[src/hdl/i2cms_pkg.sv]
// ----------------------------------------------------------------------------
// i2cms_pkg
// Shared types and codes of the I2C master transfer sequencer: word layouts,
// phase encoding, mode codes and the action and completion codes.
// ----------------------------------------------------------------------------
package i2cms_pkg;

    localparam int ADDR_W   = 8;
    localparam int SLEN_W   = 7;
    localparam int RLEN_W   = 16;
    localparam int LIDX_W   = 6;
    localparam int BYTE_W   = 8;
    localparam int FLAGS_W  = 7;
    localparam int ACT_W    = 2;
    localparam int CNT_W    = 2;

    // event flag bit positions
    localparam int FL_SB    = 0;
    localparam int FL_ADDR  = 1;
    localparam int FL_ADD10 = 2;
    localparam int FL_RXNE  = 3;
    localparam int FL_BTF   = 4;
    localparam int FL_TXE   = 5;
    localparam int FL_STOPF = 6;

    // control bit actions
    localparam logic [ACT_W-1:0] ACT_NONE = 2'd0;
    localparam logic [ACT_W-1:0] ACT_ON   = 2'd1;
    localparam logic [ACT_W-1:0] ACT_OFF  = 2'd2;

    // completion codes
    localparam logic [1:0] CMP_NONE = 2'd0;
    localparam logic [1:0] CMP_OK   = 2'd1;
    localparam logic [1:0] CMP_ERR  = 2'd2;

    typedef enum logic [1:0] {
        MODE_START = 2'd0,
        MODE_LOAD  = 2'd1,
        MODE_EVENT = 2'd2,
        MODE_ERROR = 2'd3
    } t_mode;

    typedef enum logic [5:0] {
        PH_IDLE    = 6'b000001,
        PH_START   = 6'b000010,
        PH_ADDRESS = 6'b000100,
        PH_DATA    = 6'b001000,
        PH_RESTART = 6'b010000,
        PH_RECEIVE = 6'b100000
    } t_phase;

    typedef struct packed {
        t_mode               mode;
        logic [ADDR_W-1:0]   target_address;
        logic [SLEN_W-1:0]   send_length;
        logic [RLEN_W-1:0]   receive_length;
        logic [LIDX_W-1:0]   load_index;
        logic [BYTE_W-1:0]   load_byte;
        logic [FLAGS_W-1:0]  event_flags;
        logic [BYTE_W-1:0]   rx_data;
        logic [BYTE_W-1:0]   rx_data_next;
    } t_item;

    typedef struct packed {
        logic                data_write_valid;
        logic [BYTE_W-1:0]   data_write_value;
        logic                request_start;
        logic                request_stop;
        logic [ACT_W-1:0]    ack_action;
        logic [ACT_W-1:0]    pos_action;
        logic [ACT_W-1:0]    buffer_irq_action;
        logic [CNT_W-1:0]    received_count;
        logic [RLEN_W-1:0]   received_index;
        logic [BYTE_W-1:0]   received_first;
        logic [BYTE_W-1:0]   received_second;
        logic [1:0]          completion;
    } t_result;

    typedef struct packed {
        logic                en;
        logic [LIDX_W-1:0]   index;
        logic [BYTE_W-1:0]   data;
    } t_store_wr;

endpackage

[src/hdl/i2cms_tx_store.sv]
// ----------------------------------------------------------------------------
// i2cms_tx_store
// Transmit byte memory: one write port for load words, one registered read
// port that follows the send pointer, with write-to-read forwarding.
// ----------------------------------------------------------------------------
module i2cms_tx_store
    import i2cms_pkg::*;
#(
    parameter int TX_DEPTH = 64
) (
    input  logic               i_clk,
    input  t_store_wr          i_wr,
    input  logic [SLEN_W-1:0]  i_rd_ptr,
    output logic [BYTE_W-1:0]  o_rd_data
);

    localparam int AW = (TX_DEPTH > 1) ? $clog2(TX_DEPTH) : 1;

    logic [BYTE_W-1:0] r_mem [TX_DEPTH];
    logic [BYTE_W-1:0] r_rd_data;
    logic [31:0]       wr_ptr;
    logic [31:0]       rd_ptr;
    logic              wr_hit;

    assign wr_ptr = 32'(i_wr.index);
    assign rd_ptr = 32'(i_rd_ptr);
    assign wr_hit = i_wr.en && (wr_ptr < 32'(TX_DEPTH));

    always_ff @(posedge i_clk) begin
        if (wr_hit) begin
            r_mem[wr_ptr[AW-1:0]] <= i_wr.data;
        end
        if (wr_hit && (wr_ptr == rd_ptr)) begin
            r_rd_data <= i_wr.data;
        end else if (rd_ptr < 32'(TX_DEPTH)) begin
            r_rd_data <= r_mem[rd_ptr[AW-1:0]];
        end else begin
            r_rd_data <= '0;
        end
    end

    assign o_rd_data = r_rd_data;

endmodule

[src/hdl/i2cms_step.sv]
// ----------------------------------------------------------------------------
// i2cms_step
// Transfer state and the one-step decision logic: start, event and error words
// update the phase and counters, load words write the transmit store, and each word forms one result word.
// ----------------------------------------------------------------------------
module i2cms_step
    import i2cms_pkg::*;
#(
    parameter int TX_DEPTH = 64
) (
    input  logic               i_clk,
    input  logic               i_rst_n,
    input  logic               i_adv,
    input  t_item              i_item,
    input  logic [BYTE_W-1:0]  i_tx_byte,
    output t_store_wr          o_wr,
    output logic [SLEN_W-1:0]  o_rd_ptr,
    output t_result            o_res
);

    t_phase              r_phase,         n_phase;
    logic [ADDR_W-1:0]   r_address_byte,  n_address_byte;
    logic [SLEN_W-1:0]   r_send_total,    n_send_total;
    logic [SLEN_W-1:0]   r_send_done,     n_send_done;
    logic [RLEN_W-1:0]   r_receive_total, n_receive_total;
    logic [RLEN_W-1:0]   r_receive_done,  n_receive_done;

    t_phase              ph;
    logic [ADDR_W-1:0]   ad;
    logic [SLEN_W-1:0]   st;
    logic [SLEN_W-1:0]   sd;
    logic [RLEN_W-1:0]   rt;
    logic [RLEN_W-1:0]   rd;
    logic [RLEN_W-1:0]   rem;
    logic [FLAGS_W-1:0]  fl;
    logic                ended;
    t_result             res;

    always_comb begin
        ph    = r_phase;
        ad    = r_address_byte;
        st    = r_send_total;
        sd    = r_send_done;
        rt    = r_receive_total;
        rd    = r_receive_done;
        rem   = '0;
        fl    = i_item.event_flags;
        ended = 1'b0;
        res   = '0;
        case (i_item.mode)
            MODE_START: begin
                ad = i_item.target_address;
                if (32'(i_item.send_length) > 32'(TX_DEPTH)) begin
                    st = SLEN_W'(TX_DEPTH);
                end else begin
                    st = i_item.send_length;
                end
                sd = '0;
                rt = i_item.receive_length;
                rd = '0;
                ph = PH_START;
                res.pos_action    = ACT_OFF;
                res.ack_action    = ACT_ON;
                res.request_start = 1'b1;
            end
            MODE_LOAD: begin
            end
            MODE_EVENT: begin
                if (fl[FL_SB]) begin
                    res.data_write_valid = 1'b1;
                    if (st == '0) begin
                        res.data_write_value = ad | 8'h01;
                        if (rt == 16'd2) begin
                            res.pos_action = ACT_ON;
                        end
                    end else begin
                        res.data_write_value = ad;
                    end
                    res.buffer_irq_action = ACT_OFF;
                    res.ack_action        = ACT_ON;
                    ph = PH_ADDRESS;
                end
                if (fl[FL_ADDR] && ph == PH_ADDRESS) begin
                    ended = 1'b1;
                    if (st != '0) begin
                        if (sd < st) begin
                            res.data_write_valid = 1'b1;
                            res.data_write_value = i_tx_byte;
                            sd = sd + SLEN_W'(1);
                        end
                        if (sd >= st) begin
                            if (rt == '0) begin
                                res.request_stop = 1'b1;
                                res.completion   = CMP_OK;
                                ph = PH_IDLE;
                            end else begin
                                res.request_start = 1'b1;
                                ph = PH_RESTART;
                            end
                            st = '0;
                            sd = '0;
                        end else begin
                            ph = PH_DATA;
                        end
                    end else begin
                        if (rt == 16'd1) begin
                            res.ack_action        = ACT_OFF;
                            res.request_stop      = 1'b1;
                            res.buffer_irq_action = ACT_ON;
                        end else if (rt == 16'd2) begin
                            res.ack_action = ACT_OFF;
                        end
                        ph = PH_RECEIVE;
                    end
                end
                if (!ended && fl[FL_ADD10]) begin
                    ended = 1'b1;
                    res.request_stop = 1'b1;
                    if (ph != PH_IDLE) begin
                        res.completion = CMP_ERR;
                        ph = PH_IDLE;
                    end
                end
                if (!ended && fl[FL_RXNE] && ph == PH_RECEIVE) begin
                    if (rd >= rt) begin
                        res.request_stop = 1'b1;
                        res.completion   = CMP_ERR;
                        ph = PH_IDLE;
                    end else begin
                        rem = rt - rd;
                        if (rem >= 16'd4) begin
                            if (fl[FL_BTF]) begin
                                res.received_count = 2'd1;
                                res.received_index = rd;
                                res.received_first = i_item.rx_data;
                                rd = rd + 16'd1;
                            end
                        end else if (rem == 16'd3) begin
                            if (fl[FL_BTF]) begin
                                res.ack_action     = ACT_OFF;
                                res.received_count = 2'd1;
                                res.received_index = rd;
                                res.received_first = i_item.rx_data;
                                rd = rd + 16'd1;
                            end
                        end else if (rem == 16'd2) begin
                            if (fl[FL_BTF]) begin
                                res.request_stop    = 1'b1;
                                res.received_count  = 2'd2;
                                res.received_index  = rd;
                                res.received_first  = i_item.rx_data;
                                res.received_second = i_item.rx_data_next;
                                rt = '0;
                                rd = '0;
                                res.completion = CMP_OK;
                                ph = PH_IDLE;
                            end
                        end else begin
                            res.received_count = 2'd1;
                            res.received_index = rd;
                            res.received_first = i_item.rx_data;
                            rt = '0;
                            rd = '0;
                            res.completion = CMP_OK;
                            ph = PH_IDLE;
                        end
                    end
                end
                if (!ended && fl[FL_TXE] && ph == PH_DATA) begin
                    if (sd >= st) begin
                        if (rt == '0) begin
                            res.request_stop = 1'b1;
                            if (res.completion == CMP_NONE) begin
                                res.completion = CMP_OK;
                            end
                            ph = PH_IDLE;
                        end else begin
                            res.request_start = 1'b1;
                            ph = PH_RESTART;
                        end
                        st = '0;
                        sd = '0;
                    end else begin
                        res.data_write_valid = 1'b1;
                        res.data_write_value = i_tx_byte;
                        sd = sd + SLEN_W'(1);
                    end
                end
                if (!ended && fl[FL_STOPF]) begin
                    res.request_stop = 1'b1;
                    if (ph != PH_IDLE) begin
                        if (res.completion == CMP_NONE) begin
                            res.completion = CMP_ERR;
                        end
                        ph = PH_IDLE;
                    end
                end
            end
            MODE_ERROR: begin
                res.request_stop = 1'b1;
                if (ph != PH_IDLE) begin
                    res.completion = CMP_ERR;
                    ph = PH_IDLE;
                end
            end
            default: begin
            end
        endcase
    end

    always_comb begin
        if (i_adv) begin
            n_phase         = ph;
            n_address_byte  = ad;
            n_send_total    = st;
            n_send_done     = sd;
            n_receive_total = rt;
            n_receive_done  = rd;
        end else begin
            n_phase         = r_phase;
            n_address_byte  = r_address_byte;
            n_send_total    = r_send_total;
            n_send_done     = r_send_done;
            n_receive_total = r_receive_total;
            n_receive_done  = r_receive_done;
        end
    end

    always_ff @(posedge i_clk) begin
        if (!i_rst_n) begin
            r_phase         <= PH_IDLE;
            r_address_byte  <= '0;
            r_send_total    <= '0;
            r_send_done     <= '0;
            r_receive_total <= '0;
            r_receive_done  <= '0;
        end else begin
            r_phase         <= n_phase;
            r_address_byte  <= n_address_byte;
            r_send_total    <= n_send_total;
            r_send_done     <= n_send_done;
            r_receive_total <= n_receive_total;
            r_receive_done  <= n_receive_done;
        end
    end

    assign o_wr.en    = i_adv && (i_item.mode == MODE_LOAD);
    assign o_wr.index = i_item.load_index;
    assign o_wr.data  = i_item.load_byte;
    assign o_rd_ptr   = n_send_done;
    assign o_res      = res;

`ifndef SYNTHESIS
    a_send_bound: assert property (@(posedge i_clk) disable iff (!i_rst_n)
        (r_send_done <= r_send_total) && (32'(r_send_total) <= 32'(TX_DEPTH)))
        else $error("send count beyond total");

    a_recv_bound: assert property (@(posedge i_clk) disable iff (!i_rst_n)
        r_receive_done <= r_receive_total)
        else $error("receive count beyond total");

    a_err_stop: assert property (@(posedge i_clk) disable iff (!i_rst_n)
        (i_adv && res.completion == CMP_ERR) |-> res.request_stop)
        else $error("error completion without stop");
`endif

endmodule

[src/hdl/i2c_master_transfer_sequencer_unit.sv]
// ----------------------------------------------------------------------------
// i2c_master_transfer_sequencer_unit
// I2C master write-then-read sequencer: input register, decision step with
// transmit store, and output register.
// ----------------------------------------------------------------------------
// throughput: one word per cycle while i_out_ready does not hold the output, limited by the single decision step
// the store read port is addressed with the next send pointer, so the next byte to send is registered ahead of use
// reset: synchronous, clears phase, counters and valid flags
// reset leaves the transmit store contents untouched
module i2c_master_transfer_sequencer_unit
    import i2cms_pkg::*;
#(
    parameter int TX_DEPTH = 64
) (
    input  logic                i_clk,
    input  logic                i_rst_n,
    input  logic                i_in_valid,
    output logic                o_in_ready,
    input  logic [1:0]          i_mode,
    input  logic [ADDR_W-1:0]   i_target_address,
    input  logic [SLEN_W-1:0]   i_send_length,
    input  logic [RLEN_W-1:0]   i_receive_length,
    input  logic [LIDX_W-1:0]   i_load_index,
    input  logic [BYTE_W-1:0]   i_load_byte,
    input  logic [FLAGS_W-1:0]  i_event_flags,
    input  logic [BYTE_W-1:0]   i_rx_data,
    input  logic [BYTE_W-1:0]   i_rx_data_next,
    output logic                o_out_valid,
    input  logic                i_out_ready,
    output logic                o_data_write_valid,
    output logic [BYTE_W-1:0]   o_data_write_value,
    output logic                o_request_start,
    output logic                o_request_stop,
    output logic [ACT_W-1:0]    o_ack_action,
    output logic [ACT_W-1:0]    o_pos_action,
    output logic [ACT_W-1:0]    o_buffer_irq_action,
    output logic [CNT_W-1:0]    o_received_count,
    output logic [RLEN_W-1:0]   o_received_index,
    output logic [BYTE_W-1:0]   o_received_first,
    output logic [BYTE_W-1:0]   o_received_second,
    output logic [1:0]          o_completion
);

    logic        r_in_valid, n_in_valid;
    logic        r_out_valid, n_out_valid;
    t_item       r_item;
    t_result     r_res;
    t_item       in_item;
    t_result     step_res;
    t_store_wr   st_wr;
    logic [SLEN_W-1:0] rd_ptr;
    logic [BYTE_W-1:0] tx_byte;
    logic        adv;

    assign in_item.mode           = t_mode'(i_mode);
    assign in_item.target_address = i_target_address;
    assign in_item.send_length    = i_send_length;
    assign in_item.receive_length = i_receive_length;
    assign in_item.load_index     = i_load_index;
    assign in_item.load_byte      = i_load_byte;
    assign in_item.event_flags    = i_event_flags;
    assign in_item.rx_data        = i_rx_data;
    assign in_item.rx_data_next   = i_rx_data_next;

    assign adv        = r_in_valid && (!r_out_valid || i_out_ready);
    assign o_in_ready = !r_in_valid || adv;

    always_comb begin
        n_in_valid = r_in_valid;
        if (o_in_ready) begin
            n_in_valid = i_in_valid;
        end
        n_out_valid = r_out_valid;
        if (adv) begin
            n_out_valid = 1'b1;
        end else if (i_out_ready) begin
            n_out_valid = 1'b0;
        end
    end

    always_ff @(posedge i_clk) begin
        if (!i_rst_n) begin
            r_in_valid  <= 1'b0;
            r_out_valid <= 1'b0;
        end else begin
            r_in_valid  <= n_in_valid;
            r_out_valid <= n_out_valid;
        end
    end

    always_ff @(posedge i_clk) begin
        if (i_in_valid && o_in_ready) begin
            r_item <= in_item;
        end
        if (adv) begin
            r_res <= step_res;
        end
    end

    i2cms_step #(
        .TX_DEPTH (TX_DEPTH)
    ) u_step (
        .i_clk     (i_clk),
        .i_rst_n   (i_rst_n),
        .i_adv     (adv),
        .i_item    (r_item),
        .i_tx_byte (tx_byte),
        .o_wr      (st_wr),
        .o_rd_ptr  (rd_ptr),
        .o_res     (step_res)
    );

    i2cms_tx_store #(
        .TX_DEPTH (TX_DEPTH)
    ) u_tx_store (
        .i_clk     (i_clk),
        .i_wr      (st_wr),
        .i_rd_ptr  (rd_ptr),
        .o_rd_data (tx_byte)
    );

    assign o_out_valid         = r_out_valid;
    assign o_data_write_valid  = r_res.data_write_valid;
    assign o_data_write_value  = r_res.data_write_value;
    assign o_request_start     = r_res.request_start;
    assign o_request_stop      = r_res.request_stop;
    assign o_ack_action        = r_res.ack_action;
    assign o_pos_action        = r_res.pos_action;
    assign o_buffer_irq_action = r_res.buffer_irq_action;
    assign o_received_count    = r_res.received_count;
    assign o_received_index    = r_res.received_index;
    assign o_received_first    = r_res.received_first;
    assign o_received_second   = r_res.received_second;
    assign o_completion        = r_res.completion;

`ifndef SYNTHESIS
    a_dw_zero: assert property (@(posedge i_clk) disable iff (!i_rst_n)
        (r_out_valid && !r_res.data_write_valid) |-> (r_res.data_write_value == '0))
        else $error("data word value without write");

    a_rx_zero: assert property (@(posedge i_clk) disable iff (!i_rst_n)
        (r_out_valid && r_res.received_count == '0) |->
        (r_res.received_index == '0 && r_res.received_first == '0))
        else $error("receive fields set with no bytes delivered");

    a_rx_second: assert property (@(posedge i_clk) disable iff (!i_rst_n)
        (r_out_valid && r_res.received_count != 2'd2) |-> (r_res.received_second == '0))
        else $error("second byte set without two bytes delivered");
`endif

endmodule
[config.mk]
export PLATFORM = sky130hd
export DESIGN_NAME = i2c_master_transfer_sequencer_unit
export DESIGN_NICKNAME = d
export VERILOG_FILES = /design/src/hdl/i2cms_pkg.sv /design/src/hdl/i2cms_tx_store.sv /design/src/hdl/i2cms_step.sv /design/src/hdl/i2c_master_transfer_sequencer_unit.sv
export SDC_FILE = /design/constraint.sdc
export NUM_CORES = 1
export LEC_CHECK = 0
export BUFFER_PORTS_ARGS = -buffer_cell sky130_fd_sc_hd__buf_2
export CAP_MARGIN = 20
export CORE_ASPECT_RATIO = 0.6
export CORE_MARGIN = 3
export CORE_UTILIZATION = 25
export CTS_BUF_LIST = sky130_fd_sc_hd__clkbuf_16
export DETAILED_ROUTE_END_ITERATION = 10
export PLACE_DENSITY = 0.5
export SYNTH_ARGS = -nofsm -noshare
export SYNTH_HDL_FRONTEND = slang
export SYNTH_SLANG_ARGS = --single-unit
[constraint.sdc]
create_clock -name i_clk -period 6.1 [get_ports i_clk]
set_input_delay 0.61 -clock i_clk [delete_from_list [all_inputs] [get_ports i_clk]]
set_output_delay 0.61 -clock i_clk [all_outputs]
set_load 0.005 [all_outputs]
**Word level (Yosys, flattened, before mapping)**

Memory sizes are Yosys's and may differ from the RTL's.
Index checks and enable logic that the tools add are counted.

- Reductions and logical operators: 32
- Mux-type cells: 146
- Equality and inequality tests: 18
- $lt $le $gt $ge: 8
- Add/subtract/negate cells: 4

Operators by type and width:

| operator | number |
|---|---|
| $mux 16 | 14 |
| $mux 6 | 22 |
| $mux 7 | 18 |
| $mux 36 | 3 |
| $mux 26 | 3 |
| $mux 2 | 32 |
| $pmux 16 s2 | 2 |
| $eq 16x2->1 const B | 3 |
| $mux 9 | 4 |
| $mux 34 | 1 |
| $logic_not 16->1 | 2 |
| $mux 10 | 3 |
| $pmux 7 s2 | 2 |
| $mux 13 | 2 |
| $mux 25 | 1 |
| $mux 1 | 24 |
| $mux 8 | 3 |
| $mux 5 | 4 |
| $ne 6x1->1 const B | 3 |
| $pmux 6 s3 | 1 |
| $add 16x1->16 const B | 1 |
| $eq 16x1->1 const B | 1 |
| $ge 16x16->1 | 1 |
| $ge 16x3->1 const B | 1 |
| other kinds (32) | 57 |

- Output and inout bits: 55
- Logic and storage cells: 239
- Bits of input ports: 74
- Register bits after elaboration: 193
- Memory bits (writable): 512
- Memories: 1

Memories:

| memory | depth | width | rd ports | clocked after memory_dff | write ports | line | RTL |
|---|---|---|---|---|---|---|---|
| u_tx_store.r_mem | 64 | 8 | 1 | 0 | 1 | i2cms_tx_store.sv:19 | `logic [BYTE_W-1:0] r_mem [TX_DEPTH];` |

**Depth between registers and ports, before layout**

Gate-level depths: netlist of the first run.

- Word-level depth: 32
- Depth in mapped cells: 33
- Mapped depth without buffers: 28

**By module**

Synthesis of the first run repeated with hierarchy kept, for this count alone.

- Cell total of the unflattened synthesis: 1,969
- Area, all modules: 29,841.1 µm²

By module, submodules not included:

| module | area an instance (µm²) | cells each | times used |
|---|---|---|---|
| i2cms_tx_store | 20,383.3 | 1,068 | 1 |
| i2cms_step | 5,660.4 | 769 | 1 |
| i2c_master_transfer_sequencer_unit | 3,797.4 | 132 | 1 |

**Least setup slack after synthesis of the first run**

Ideal clock, no wire load.

- Path kind: flip-flop to flip-flop
- From: register u_step.r_send_total[6]
- To: register u_tx_store.r_rd_data[5], in the netlist u_tx_store.o_rd_data[5]
- Cell stages (with the launch flop): 29
- Arrival time: 6.402 ns
- Buffers on the path: 3
- Setup time: 0.121 ns
- Data required time: 5.979 ns
- Slack: -0.423 ns
- Period minus slack after synthesis: 6.523 ns
- Cell sequence: dfxtp_1 -> inv_1 -> ha_1 -> and4_1 -> a211o_1 -> a211oi_1 -> xor2_1 -> ha_1 -> nand4_1 -> and3_1 -> o21ai_0 -> clkbuf_1 -> nor2_4 -> a41oi_1 -> inv_1 -> ha_1 -> and3_1 -> a221o_1 -> a31oi_1 -> a31oi_1 -> or3_1 -> o31ai_4 -> buf_6 -> buf_8 -> mux4_2 -> a2111oi_0 -> a21boi_0 -> nand4_1 -> o21ai_1

- Cells in the longest elaborated chain, start to end: 29

Ends and longest elaborated chain:

| what | line | RTL |
|---|---|---|
| from (decl) | i2cms_step.sv:23 | `logic [SLEN_W-1:0] r_send_total, n_send_total;` |
| from (signal assigned) | i2cms_step.sv:240 | `r_send_total <= n_send_total;` |
| $lt 7x7->1 | i2cms_step.sv:86 | `if (sd < st) begin` |
| $mux 7 | i2cms_step.sv:86 |  |
| $mux 7 | i2cms_step.sv:85 | `if (st != '0) begin` |
| $mux 7 | i2cms_step.sv:83 | `if (fl[FL_ADDR] && ph == PH_ADDRESS) begin` |
| $mux 7 | i2cms_step.sv:50 | `case (i_item.mode)` |
| $ge 7x7->1 | i2cms_step.sv:91 | `if (sd >= st) begin` |
| $mux 5 | i2cms_step.sv:91 |  |
| $mux 6 | i2cms_step.sv:85 |  |
| [13 not listed] | n/a |  |
| $eq 6x4->1 | i2cms_step.sv:169 | `if (!ended && fl[FL_TXE] && ph == PH_DATA) begin` |
| $logic_and 1x1->1 | i2cms_step.sv:169 |  |
| $mux 7 * | i2cms_step.sv:169 |  |
| $pmux 7 s2 * | i2cms_step.sv:50 |  |
| $mux 7 * | i2cms_step.sv:212 | `if (i_adv) begin` |
| $mem_v2 64x8, or another cell as far along | n/a |  |
| $mux 8 / $logic_and 1x1->1 (equally long branches) | i2cms_tx_store.sv:35, i2cms_tx_store.sv:33 |  |
| $mux 8 * | i2cms_tx_store.sv:33 | `if (wr_hit && (wr_ptr == rd_ptr)) begin` |
| to (signal assigned) | i2cms_tx_store.sv:34 | `r_rd_data <= i_wr.data;` |
| to (signal assigned) | i2cms_tx_store.sv:36 | `r_rd_data <= r_mem[rd_ptr[AW-1:0]];` |
| to (decl) | i2cms_tx_store.sv:20 | `logic [BYTE_W-1:0] r_rd_data;` |

Every way passes the cells marked *; elsewhere a longest branch is shown, timed or not. The select of a mux whose other input is x is not followed.
A chain may end at the register's enable or synchronous reset.

**Final worst setup path of the first run**

- From: register u_step.r_send_total[5]
- To: register u_tx_store.r_rd_data[7], in the netlist u_tx_store.o_rd_data[7]

The elaborated chain is that of the path after synthesis.

==> results of run 1 <==
==> cell usage in the layout, fill, tap and decap left out, types with 23 or more instances in the layout <==
master     instances
clkbuf_16         73
nand2_1          194
a311oi_1          25
a31oi_1           25
buf_6             24
buf_2            128
inv_1             64
nand3_1           69
a21oi_1           76
nor2_1           120
edfxtp_1         635
a211oi_1          52
buf_4            245
ha_1              36
nor3_1            28
o21ai_0           51
dfxtp_1           66
and2_1            23
o211ai_1          34
mux2i_1           90
and3_1            81
==> layout make-up <==
type	instances	area (µm²)	share of cell area, %
clock buffer	71	1777	4.631
clock inverter	55	498.0	1.298
inverter	59	221.5	0.5772
multi-input combinational	1343	9956	25.95
sequential	705	20470	53.37
tap	1600	2002	5.218
timing repair buffer	430	3438	8.962
==> worst max-delay path: cells and delay by family, from the launching register on <==
family / cells / cell delay [ns]
AO/OA/AOI/OAI: 12 / 2.96
XOR/XNOR: 1 / 0.14
adder cells (fa/ha/maj): 3 / 0.81
buffers and inverters: 7 / 0.90
flip-flops: 1 / 0.33
multiplexers: 2 / 0.32
AND/OR/NAND/NOR: 4 / 0.71
==> routing by layer <==
metal | track usage, % | wire [µm] | vias up
li1 | - | - | 9505
met1 | 25.85 | 52070 | 10810
met2 | 18.73 | 37380 | 939
met3 | 4.193 | 10010 | 97
met4 | 2.958 | 1455 | 0
met5 | 0 | 0 | -
==> cells by family after synthesis <==
| group | after synthesis | synth area share, % |
|---|---|---|
| and+or+nand+nor | 665 | 11.02 |
| muxes | 139 | 5.718 |
| adders and majority gates | 41 | 1.698 |
| AOI/OAI and AO/OA | 482 | 11.55 |
| buffers and inverters | 181 | 2.792 |
| xor gates and xnor gates | 16 | 0.4571 |
| DFF | 705 | 66.77 |
==> cell usage after synthesis (all sizes together) (11+ instances only) <==
master	number
or4	26
o21a	14
o211ai	34
a22o	19
and2	26
nand2	207
nor2	124
a22oi	22
inv	59
a31oi	30
mux2i	93
edfxtp	635
xnor2	13
nand3	74
nor3	31
a21oi	82
a2111oi	11
mux2	21
nand2b	20
clkbuf	67
o21ai	64
and3	87
buf	55
dfxtp	70
a211o	23
a211oi	69
mux4	25
nor4	11
ha	40
nand4	20
a311oi	30
==> registers in the layout, summed over array words and instances (netlist names), 6 cells and up <==
register,cells
u_step.r_phase,6
o_data_write_value,8
o_received_first,8
o_received_index,16
u_tx_store.o_rd_data,8
u_step.r_receive_done,16
u_step.r_receive_total,16
u_step.r_send_done,7
o_received_second,8
u_step.r_address_byte,8
u_tx_store.r_mem,512
r_item,70
u_step.r_send_total,7
==> per-stage QoR <==
stage | setup TNS, ns | total power, W | instances
6_report | -0.6830 | 0.01013 | 4263
2_1_floorplan | 0 | 0.005643 | 2229
3_3_place_gp | -4.949 | 0.005837 | 4076
5_1_grt | -2.417 | 0.01045 | 4263
3_5_place_dp | -4.980 | 0.005837 | 4077
4_1_cts | -0.6403 | 0.01021 | 4246
==> how the worst max path moves through the flow <==
stage | to | cells past startpoint | slack (ns) | startpoint
after floorplan | u_tx_store.o_rd_data[5]$_DFF_P_ | 27 | 0.001 | u_step.r_send_total[5]$_SDFFE_PN0P_
after global placement | u_tx_store.o_rd_data[6]$_DFF_P_ | 29 | -0.77 | u_step.r_send_total[5]$_SDFFE_PN0P_
after detailed placement | u_tx_store.o_rd_data[6]$_DFF_P_ | 29 | -0.77 | u_step.r_send_total[5]$_SDFFE_PN0P_
after CTS | u_tx_store.o_rd_data[2]$_DFF_P_ | 29 | -0.12 | u_step.r_send_total[5]$_SDFFE_PN0P_
after global routing | u_tx_store.o_rd_data[0]$_DFF_P_ | 32 | -0.33 | u_step.r_send_total[5]$_SDFFE_PN0P_
final | u_tx_store.o_rd_data[7]$_DFF_P_ | 29 | -0.13 | u_step.r_send_total[5]$_SDFFE_PN0P_
==> timing repair <==
item                                    4_1_cts  5_1_grt
pin swaps                                    60       47
resized for setup                           102       46
endpoints found under the hold margin         0        0
endpoints found under the setup margin        8        8
buffers inserted                             39       16
gates cloned                                  5        2
==> power by group through the flow <==
stage | combinational, W | sequential [W] | clock (W)
after floorplan | 0.000177 | 0.00547 | 0
after global placement | 0.000378 | 0.00546 | 0
after detailed placement | 0.000378 | 0.00546 | 0
after CTS | 0.000386 | 0.00535 | 0.00447
after global routing | 0.000423 | 0.00536 | 0.00467
final | 0.000394 | 0.00536 | 0.00438
==> flow_summary_export.csv, run 1 <==
group,metric,value,unit
synthesis,post_synth.cell_area_avg,13.75,µm²
critical_path,setup.worst_path.class,"reg2reg",
finish,num_antenna_cells,0,
critical_path,critical_path.endpoint_type,"flop",
cts,worstSkewPairLatency,0.67,ns
critical_path,cpPeakStageDelay,0.42,ns
power_and_ir_drop,clkPwrFrac,43.2,%
sta,setup-violations-final,7,
critical_path,regToRegEndpoint,"u_tx_store.o_rd_data[7]$_DFF_P_",
synthesis,synthDominantAreaCellType,"edfxtp_1",
outcome,outcome,"finished, violations left",
critical_path,critPathLaunchType,"flop",
worst_hold_path,timing.hold.worst_path_depth,1,
synthesis,synthDominantCellAreaShare,62.20,%
synthesis,ys_seq_elements,705,
power_and_ir_drop,internal_power,0.007837,W
worst_hold_path,whs_endpoint,"r_item[35]$_DFFE_PP_",
cts,cts_tree,"done",
sta,fin_ws,-0.1321,ns
routing,route.final.wire_length,100900,µm
routing,vias_per_cell,5.009,
worst_hold_path,min_path_type,"in2reg",
floorplan,io_pins,129,
power_and_ir_drop,power_per_cell_area,264.0,nW/µm²
critical_path,cp_slowest_cell,"o211ai_1",
power_and_ir_drop,combPwrFrac,3.9,%
sta,timing.final.max_slew_violations,0,
placement,finalWeightedCongestion,0.8745,
floorplan,die_width,458.1,µm
global_route,grt_first_pass_wirelength,144600,µm
power_and_ir_drop,vdd_ir_drop_max,0.1869,mV
routing,drt-initial-drc-count,2446,
floorplan,fp.dieH,277.3,µm
power_and_ir_drop,p_leak,13.15,nW
sta,grt_setup_unrepaired,"yes",
sta,fmax,160.5,MHz
sta,max-slew-margin-rel,26.64,%
finish,final_core_utilization,31.86,%
critical_path,worstPathRequired,6.69,ns
routing,dr_total_vias,21360,
cts,cts_max_level,3,
critical_path,crit_path_max_fanout,8,
floorplan,std_cell_rows,98,
synthesis,yosysWarnings,0,
finish,n_fill_cell,11950,
finish,final_net_count,2723,
finish,layout.cell_area.non_filler,38370,µm²
power_and_ir_drop,sequential_power_share,52.9,%
floorplan,initial_core_util,25.46,%
placement,detailedPlacementHpwl,68830,µm
critical_path,r2r_setup_slk,-0.13,ns
floorplan,placeableCoreArea,120400,µm²
critical_path,worst_ep_arrival_time,6.82,ns
power_and_ir_drop,switching_power,0.002294,W
sta,final.setup_skew,0.04734,ns
synthesis,synth.cell_area,30660,µm²
synthesis,net_count_after_synthesis,2344,
sta,timing.hold.ws,0.1203,ns
worst_hold_path,hold_start,"i_load_index[4]",
critical_path,reg2regPathDepth,29,
routing,drt_drc_violations_left,0,
synthesis,postSynth.topFlopCell,"edfxtp_1",
cts,clockRootBuffer,"clkbuf_16",
global_route,overflow,0,
floorplan,die_area,127000,µm²
routing,drt_first_pass_iters,5,
finish,syn_to_final_growth,25.15,%
synthesis,synth_area_leaders,"edfxtp_1 (62%), dfxtp_1 (4.6%), mux2i_1 (3.0%), nand2_1 (2.5%), and3_1 (1.8%)",
synthesis,ys_async_sr_fraction,0,%
global_route,gr-usage-all-layers,15.38,%
synthesis,seq_total_area_yosys,66.77,%
routing,detail_route.wl_per_cell,23.67,µm
routing,detail-route-antenna-nets,0,
sta,worst_pin_slew,1.096,ns
cts,post_cts_hold_buffer_count,0,
power_and_ir_drop,switching_share,22.64,%
placement,place.port_buffers,128,
sta,hold_violations,0,
synthesis,synth_cell_types,96,
placement,dpl_worst_slack,-0.7715,ns
outcome,failed_checks,"setup timing",
global_route,maximum_number_of_pins_on_one_net_before_global_route_repair,66,
sta,period_share,102.2,%
critical_path,timing.rr.start,"u_step.r_send_total[5]$_SDFFE_PN0P_",
synthesis,synth-edff-count,635,
finish,drive_gt1_share,26.96,%
synthesis,netlist_instances,2229,
placement,placed_area,34810,µm²
global_route,antenna_found_initial,1,
cts,path_clk_slew,0.07,ns
flow_run,max_cap_violations,0,
cts,clk_path_buf_depth,3,
sta,layout_min_cycle_time,6.232,ns
global_route,via_count_of_the_first_global_routing_pass,19740,
cts,numCtsBuffers,69,
cts,clock_sink_count,705,
Note: power is estimated with default switching activity, not from simulation.
==> run 2, diff against run 1 <==
--- a/config.mk
+++ b/config.mk
@@ -12,7 +12,8 @@
 export CORE_UTILIZATION = 25
 export CTS_BUF_LIST = sky130_fd_sc_hd__clkbuf_16
 export DETAILED_ROUTE_END_ITERATION = 10
-export PLACE_DENSITY = 0.5
+export PLACE_DENSITY = 0.49
+export SETUP_SLACK_MARGIN = 0.3
 export SYNTH_ARGS = -nofsm -noshare
 export SYNTH_HDL_FRONTEND = slang
 export SYNTH_SLANG_ARGS = --single-unit
==> constraint.sdc (replaced) <==
create_clock -name i_clk -period 6.13 [get_ports i_clk]
set_input_delay 0.613 -clock i_clk [delete_from_list [all_inputs] [get_ports i_clk]]
set_output_delay 0.613 -clock i_clk [all_outputs]
set_load 0.005 [all_outputs]
==> flow_summary_export.csv, run 2 (synthesis results as in run 1) <==
group,metric,value,unit
outcome,outcome,"finished, violations left",
outcome,failed_checks,"setup timing",
critical_path,critPathLaunchType,"flop",
routing,detail-route-antenna-nets,0,
sta,max-slew-margin-rel,27.11,%
worst_hold_path,min_path_type,"in2reg",
floorplan,fp.dieH,277.3,µm
power_and_ir_drop,p_leak,12.90,nW
routing,drt_drc_violations_left,0,
critical_path,worst_ep_arrival_time,6.97,ns
finish,final_core_utilization,31.44,%
cts,clk_path_buf_depth,3,
finish,layout.cell_area.non_filler,37860,µm²
sta,final.setup_skew,0.03312,ns
power_and_ir_drop,sequential_power_share,52.9,%
routing,drt_first_pass_iters,7,
placement,placed_area,34730,µm²
routing,vias_per_cell,4.970,
finish,syn_to_final_growth,23.48,%
finish,mostFrequentLayoutCells,"edfxtp_1 (635), buf_4 (233), nand2_1 (201), buf_2 (128), nor2_1 (120)",
routing,dr_total_vias,21030,
finish,drive_gt1_share,24.97,%
critical_path,worstPathRequired,6.70,ns
power_and_ir_drop,clkPwrFrac,43.1,%
cts,numCtsBuffers,70,
placement,place.port_buffers,128,
routing,drt-initial-drc-count,2185,
placement,finalWeightedCongestion,0.8944,
floorplan,die_width,458.1,µm
floorplan,std_cell_rows,98,
power_and_ir_drop,vdd_ir_drop_max,0.1664,mV
finish,most_common_library_cell_in_the_layout_ignoring_fill_and_taps,"edfxtp_1",
global_route,antenna_found_initial,3,
sta,hold_violations,0,
flow_run,max_cap_violations,0,
finish,final_net_count,2691,
cts,cts_tree,"done",
power_and_ir_drop,internal_power,0.007841,W
floorplan,placeableCoreArea,120400,µm²
power_and_ir_drop,switching_power,0.002239,W
critical_path,setup.worst_path.class,"reg2reg",
sta,fmax,156.0,MHz
finish,n_fill_cell,11940,
critical_path,crit_path_max_fanout,5,
global_route,maximum_number_of_pins_on_one_net_before_global_route_repair,71,
sta,layout_min_cycle_time,6.408,ns
global_route,overflow,0,
routing,route.final.wire_length,97420,µm
sta,setup-violations-final,8,
cts,clockRootBuffer,"clkbuf_16",
finish,largest_register_ffs,512,
cts,worstSkewPairLatency,0.65,ns
cts,path_clk_slew,0.07,ns
floorplan,io_pins,129,
global_route,via_count_of_the_first_global_routing_pass,20370,
floorplan,die_area,127000,µm²
floorplan,initial_core_util,25.46,%
sta,grt_setup_unrepaired,"yes",
sta,worst_pin_slew,1.089,ns
global_route,grt_first_pass_wirelength,141100,µm
sta,period_share,104.5,%
routing,detail_route.wl_per_cell,23.02,µm
power_and_ir_drop,switching_share,22.21,%
cts,cts_max_level,3,
placement,detailedPlacementHpwl,68940,µm
sta,fin_ws,-0.2783,ns
cts,clock_sink_count,705,
critical_path,cpPeakStageDelay,0.61,ns
power_and_ir_drop,combPwrFrac,4.0,%
power_and_ir_drop,power_per_cell_area,266.3,nW/µm²
sta,timing.final.max_slew_violations,0,
global_route,gr-usage-all-layers,14.87,%
critical_path,critical_path.endpoint_type,"flop",
critical_path,cp_slowest_cell,"or4_4",
[run 2: final cells by class]
| type | instances | area (µm²) | share of cell area (%) |
|---|---|---|---|
| inverters | 59 | 221.5 | 0.5850 |
| repair buffers | 397 | 3059 | 8.081 |
| flip-flops and latches | 705 | 20480 | 54.09 |
| clock inverters | 54 | 450.4 | 1.190 |
| diodes | 1 | 2.502 | 0.006610 |
| well taps | 1600 | 2002 | 5.288 |
| clock buffers | 73 | 1827 | 4.825 |
| multi-input cells | 1343 | 9818 | 25.94 |
[run 2: path summary, 6_finish.rpt]
path                                       start                                       to  slack, ns  cells after the start
max          u_step.r_send_total[5]$_SDFFE_PN0P_          u_tx_store.o_rd_data[7]$_DFF_P_      -0.28                     31
min                          i_target_address[0]                     r_item[60]$_DFFE_PP_       0.14                      1
max reg2reg  u_step.r_send_total[5]$_SDFFE_PN0P_          u_tx_store.o_rd_data[7]$_DFF_P_      -0.28                     31
min reg2reg                 r_item[52]$_DFFE_PP_  u_step.r_receive_total[15]$_SDFFE_PN0P_       0.45                      1
[run 2: power by group through the flow]
stage,clock (W),combinational [W],sequential [W]
2_1_floorplan,0,0.000176,0.00544
3_3_place_gp,0,0.000383,0.00543
3_5_place_dp,0,0.000388,0.00543
4_1_cts,0.00447,0.000394,0.00533
5_1_grt,0.00465,0.000435,0.00533
6_report,0.00435,0.000404,0.00533
[run 2: critical path, delay by kind of cell (launching register included)]
kind / cells / cell delay, ns
buffers and inverters: 8 / 1.01
and+or+nand+nor: 6 / 1.59
DFF: 1 / 0.33
AOI/OAI and AO/OA: 12 / 2.29
adders and majority gates: 3 / 0.74
xor gates and xnor gates: 1 / 0.16
muxes: 1 / 0.22
[run 2: what timing repair did]
action,CTS,global route
hold buffers,0,0
setup endpoints to repair,8,8
gates resized for setup,39,39
pin swaps,26,24
setup buffers,13,23
gates cloned,3,1
[run 2: per-layer routing]
layer  share of wire (%)  global-route usage, %  vias up
li1                    -                      -     9432
met2                  39                  19.31      823
met1                  50                  23.65    10670
met3                 9.0                  4.229      108
met4                 1.7                  3.416        2
met5              0.0082                      0        -
[run 2: stage by stage]
step                instances  TNS, ns  total power (W)  hold WS (ns)  setup WS, ns
floorplan                2229        0         0.005616        0.4329        0.1825
global placement         4060   -3.049         0.005814        0.4458       -0.5007
detailed placement       4062   -3.109         0.005820        0.4475       -0.5027
CTS                      4205   -1.344          0.01019       0.08882       -0.1982
global route             4231   -3.368          0.01042        0.1066       -0.4917
finish                   4232   -1.785          0.01008        0.1423       -0.2783
==> run 3, diff against run 2 <==
--- a/config.mk
+++ b/config.mk
@@ -5,8 +5,9 @@
 export SDC_FILE = /design/constraint.sdc
 export NUM_CORES = 1
 export LEC_CHECK = 0
+export ABC_AREA = 1
 export BUFFER_PORTS_ARGS = -buffer_cell sky130_fd_sc_hd__buf_2
-export CAP_MARGIN = 20
+export CAP_MARGIN = 10
 export CORE_ASPECT_RATIO = 0.6
 export CORE_MARGIN = 3
 export CORE_UTILIZATION = 25
@@ -17,3 +18,4 @@
 export SYNTH_ARGS = -nofsm -noshare
 export SYNTH_HDL_FRONTEND = slang
 export SYNTH_SLANG_ARGS = --single-unit
+export TNS_END_PERCENT = 50
==> flow_summary_export.csv, run 3 <==
group,metric,value,unit
outcome,outcome,"finished clean",
global_route,via_count_of_the_first_global_routing_pass,20670,
sta,grt_setup_unrepaired,"yes",
placement,finalWeightedCongestion,0.8774,
finish,final_core_utilization,30.68,%
synthesis,yosysWarnings,0,
synthesis,postSynth.topFlopCell,"edfxtp_1",
critical_path,critical_path.most_common_cell,"nand3_1",
floorplan,std_cell_rows,98,
sta,timing.final.max_slew_violations,0,
sta,max-slew-margin-rel,28.47,%
critical_path,setup.worst_path.class,"reg2reg",
cts,clock_sink_count,705,
placement,place.port_buffers,128,
synthesis,post_synth.cell_area_avg,10.82,µm²
sta,worst_pin_slew,1.070,ns
synthesis,synth_area_leaders,"edfxtp_1 (62%), nand3_1 (13%), nand2_1 (6.5%), dfxtp_1 (4.6%), nor2_1 (2.3%)",
sta,period_share,91.19,%
power_and_ir_drop,power_per_cell_area,273.3,nW/µm²
sta,setup-violations-final,0,
sta,fmax,178.9,MHz
synthesis,synth-edff-count,635,
cts,cts_tree,"done",
routing,dr_total_vias,23330,
synthesis,synth.cells.most_frequent,"nand3_1 (785), edfxtp_1 (635), nand2_1 (532)",
finish,syn_to_final_growth,20.64,%
cts,post_cts_hold_buffer_count,0,
floorplan,initial_core_util,25.43,%
synthesis,seq_total_area_yosys,66.92,%
power_and_ir_drop,p_leak,13.31,nW
critical_path,cp_slowest_cell,"dfxtp_2",
synthesis,net_count_after_synthesis,2942,
critical_path,worstPathRequired,6.67,ns
worst_hold_path,min_path_type,"in2reg",
floorplan,fp.dieH,276.9,µm
placement,placed_cells_incl_taps,4475,
global_route,overflow,0,
synthesis,netlist_instances,2827,
synthesis,ys_async_sr_fraction,0,%
finish,mostFrequentLayoutCells,"nand3_1 (736), edfxtp_1 (635), nand2_1 (523), nor2_1 (190), buf_2 (128)",
sta,timing.hold.ws,0.1224,ns
routing,drt-initial-drc-count,3370,
floorplan,io_pins,129,
synthesis,synth_most_common_cell,"nand3_1",
power_and_ir_drop,vdd_ir_drop_max,0.2092,mV
sta,setup-tns-final,0,ns
worst_hold_path,hold_start,"i_rx_data[1]",
cts,clockRootBuffer,"clkbuf_16",
global_route,maximum_number_of_pins_on_one_net_before_global_route_repair,73,
critical_path,critPathLaunchType,"flop",
critical_path,timing.rr.start,"u_step.r_send_total[2]$_SDFFE_PN0P_",
floorplan,die_width,457.6,µm
finish,num_antenna_cells,0,
cts,path_clk_slew,0.07,ns
routing,drt_first_pass_iters,6,
sta,hold_violations,0,
synthesis,synth_cell_types,50,
routing,route.final.wire_length,108200,µm
finish,post_layout_nonfiller_instances,4649,
global_route,grt_first_pass_wirelength,148600,µm
critical_path,worst_ep_arrival_time,6.13,ns
critical_path,critical_path.endpoint_type,"flop",
sta,final.setup_skew,0.03401,ns
routing,vias_per_cell,5.017,
floorplan,die_area,126700,µm²
finish,largest_register_ffs,512,
synthesis,ys_seq_elements,705,
cts,worstSkewPairLatency,0.67,ns
floorplan,placeableCoreArea,120300,µm²
cts,numCtsBuffers,70,
global_route,gr-usage-all-layers,15.65,%
cts,clk_path_buf_depth,3,
finish,final_net_count,3110,
finish,most_common_library_cell_in_the_layout_ignoring_fill_and_taps,"nand3_1",
critical_path,cpPeakStageDelay,0.37,ns
critical_path,crit_start,"u_step.r_send_total[2]$_SDFFE_PN0P_",
routing,detail_route.wl_per_cell,23.27,µm
synthesis,synthDominantCellAreaShare,62.34,%
synthesis,synth.cell_area,30590,µm²
critical_path,crit_path_max_fanout,16,
synthesis,synthDominantAreaCellType,"edfxtp_1",
finish,drive_gt1_share,15.09,%
global_route,antenna_found_initial,0,
cts,cts_max_level,3,
sta,layout_min_cycle_time,5.590,ns
placement,placed_area,33340,µm²
routing,drt_drc_violations_left,0,
routing,detail-route-antenna-nets,0,
flow_run,max_cap_violations,0,
finish,layout.cell_area.non_filler,36900,µm²
placement,detailedPlacementHpwl,65850,µm
==> run 3: cell count changes in the layout (fill, tap and decap cells not counted), sizes merged, moves of 71 or more <==
cell / delta
mux2i: -93
nand3: +713
buf: -170
nand2: +331
inv: +71
nor2: +72
and3: -86
==> run 3: critical path: cells and delay by family, from the launching register on <==
family	cells	cell delay, ns
adders and majority gates	3	0.79
AOI/OAI and AO/OA	6	0.84
buffers and inverters	11	1.30
DFF	1	0.37
xor gates and xnor gates	1	0.19
and+or+nand+nor	18	1.97
==> run 3: path summary, 6_finish.rpt <==
path | end | slack (ns) | cells after the start
worst max register to register | u_tx_store.o_rd_data[4]$_DFF_P_ | 0.54 | 39
worst max-delay path | u_tx_store.o_rd_data[4]$_DFF_P_ | 0.54 | 39
worst min-delay path | r_item[9]$_DFFE_PP_ | 0.12 | 1
worst min register to register | u_step.r_address_byte[5]$_SDFFE_PN0P_ | 0.47 | 2
==> run 3: cell type report <==
cell class | count | area (µm²)
Clock buffer | 72 | 1802
Clock inverter | 54 | 377.9
Fill cell | 12220 | 83390
Inverter | 138 | 543.0
Multi-Input combinational cell | 1834 | 9340
Sequential cell | 705 | 20470
Tap cell | 1600 | 2002
Timing Repair Buffer | 246 | 2364
==> run 3: cells by family after synthesis <==
family          synth area share, %
simple gates                  23.82
flops                         66.92
buf+inv                       4.021
compound gates                3.109
fa+ha+maj                     1.702
xor+xnor                     0.4295
==> run 3: timing repair <==
item | in CTS | in global routing
hold endpoints to repair | 0 | 0
gates cloned | 4 | 24
buffers inserted | 3 | 17
resized for setup | 18 | 101
endpoints found under the setup margin | 8 | 10
pin swaps | 2 | 17
==> run 3: through the flow <==
| step | setup WS [ns] | total power [W] |
|---|---|---|
| 2_1_floorplan | 1.135 | 0.005690 |
| 3_3_place_gp | -0.1316 | 0.005917 |
| 3_5_place_dp | -0.07841 | 0.005915 |
| 4_1_cts | 0.3074 | 0.01015 |
| 5_1_grt | 0.2202 | 0.01040 |
| 6_report | 0.5403 | 0.01009 |
==> run 3: power breakdown <==
part | switching, W | internal [W]
clock network | 0.00194 | 0.00231
logic | 0.000360 | 0.000143
registers | 0.0000412 | 0.00529
total | 0.00234 | 0.00775
==> run 3: layer usage <==
metal	vias to the layer above	wire, µm	global-route usage, %	part of all wire [%]
li1	10490	-	-	-
met1	11610	54810	26.77	51
met2	1113	40580	19.26	38
met3	118	11100	3.193	10
met4	0	1685	3.035	1.6
met5	-	0	0	0
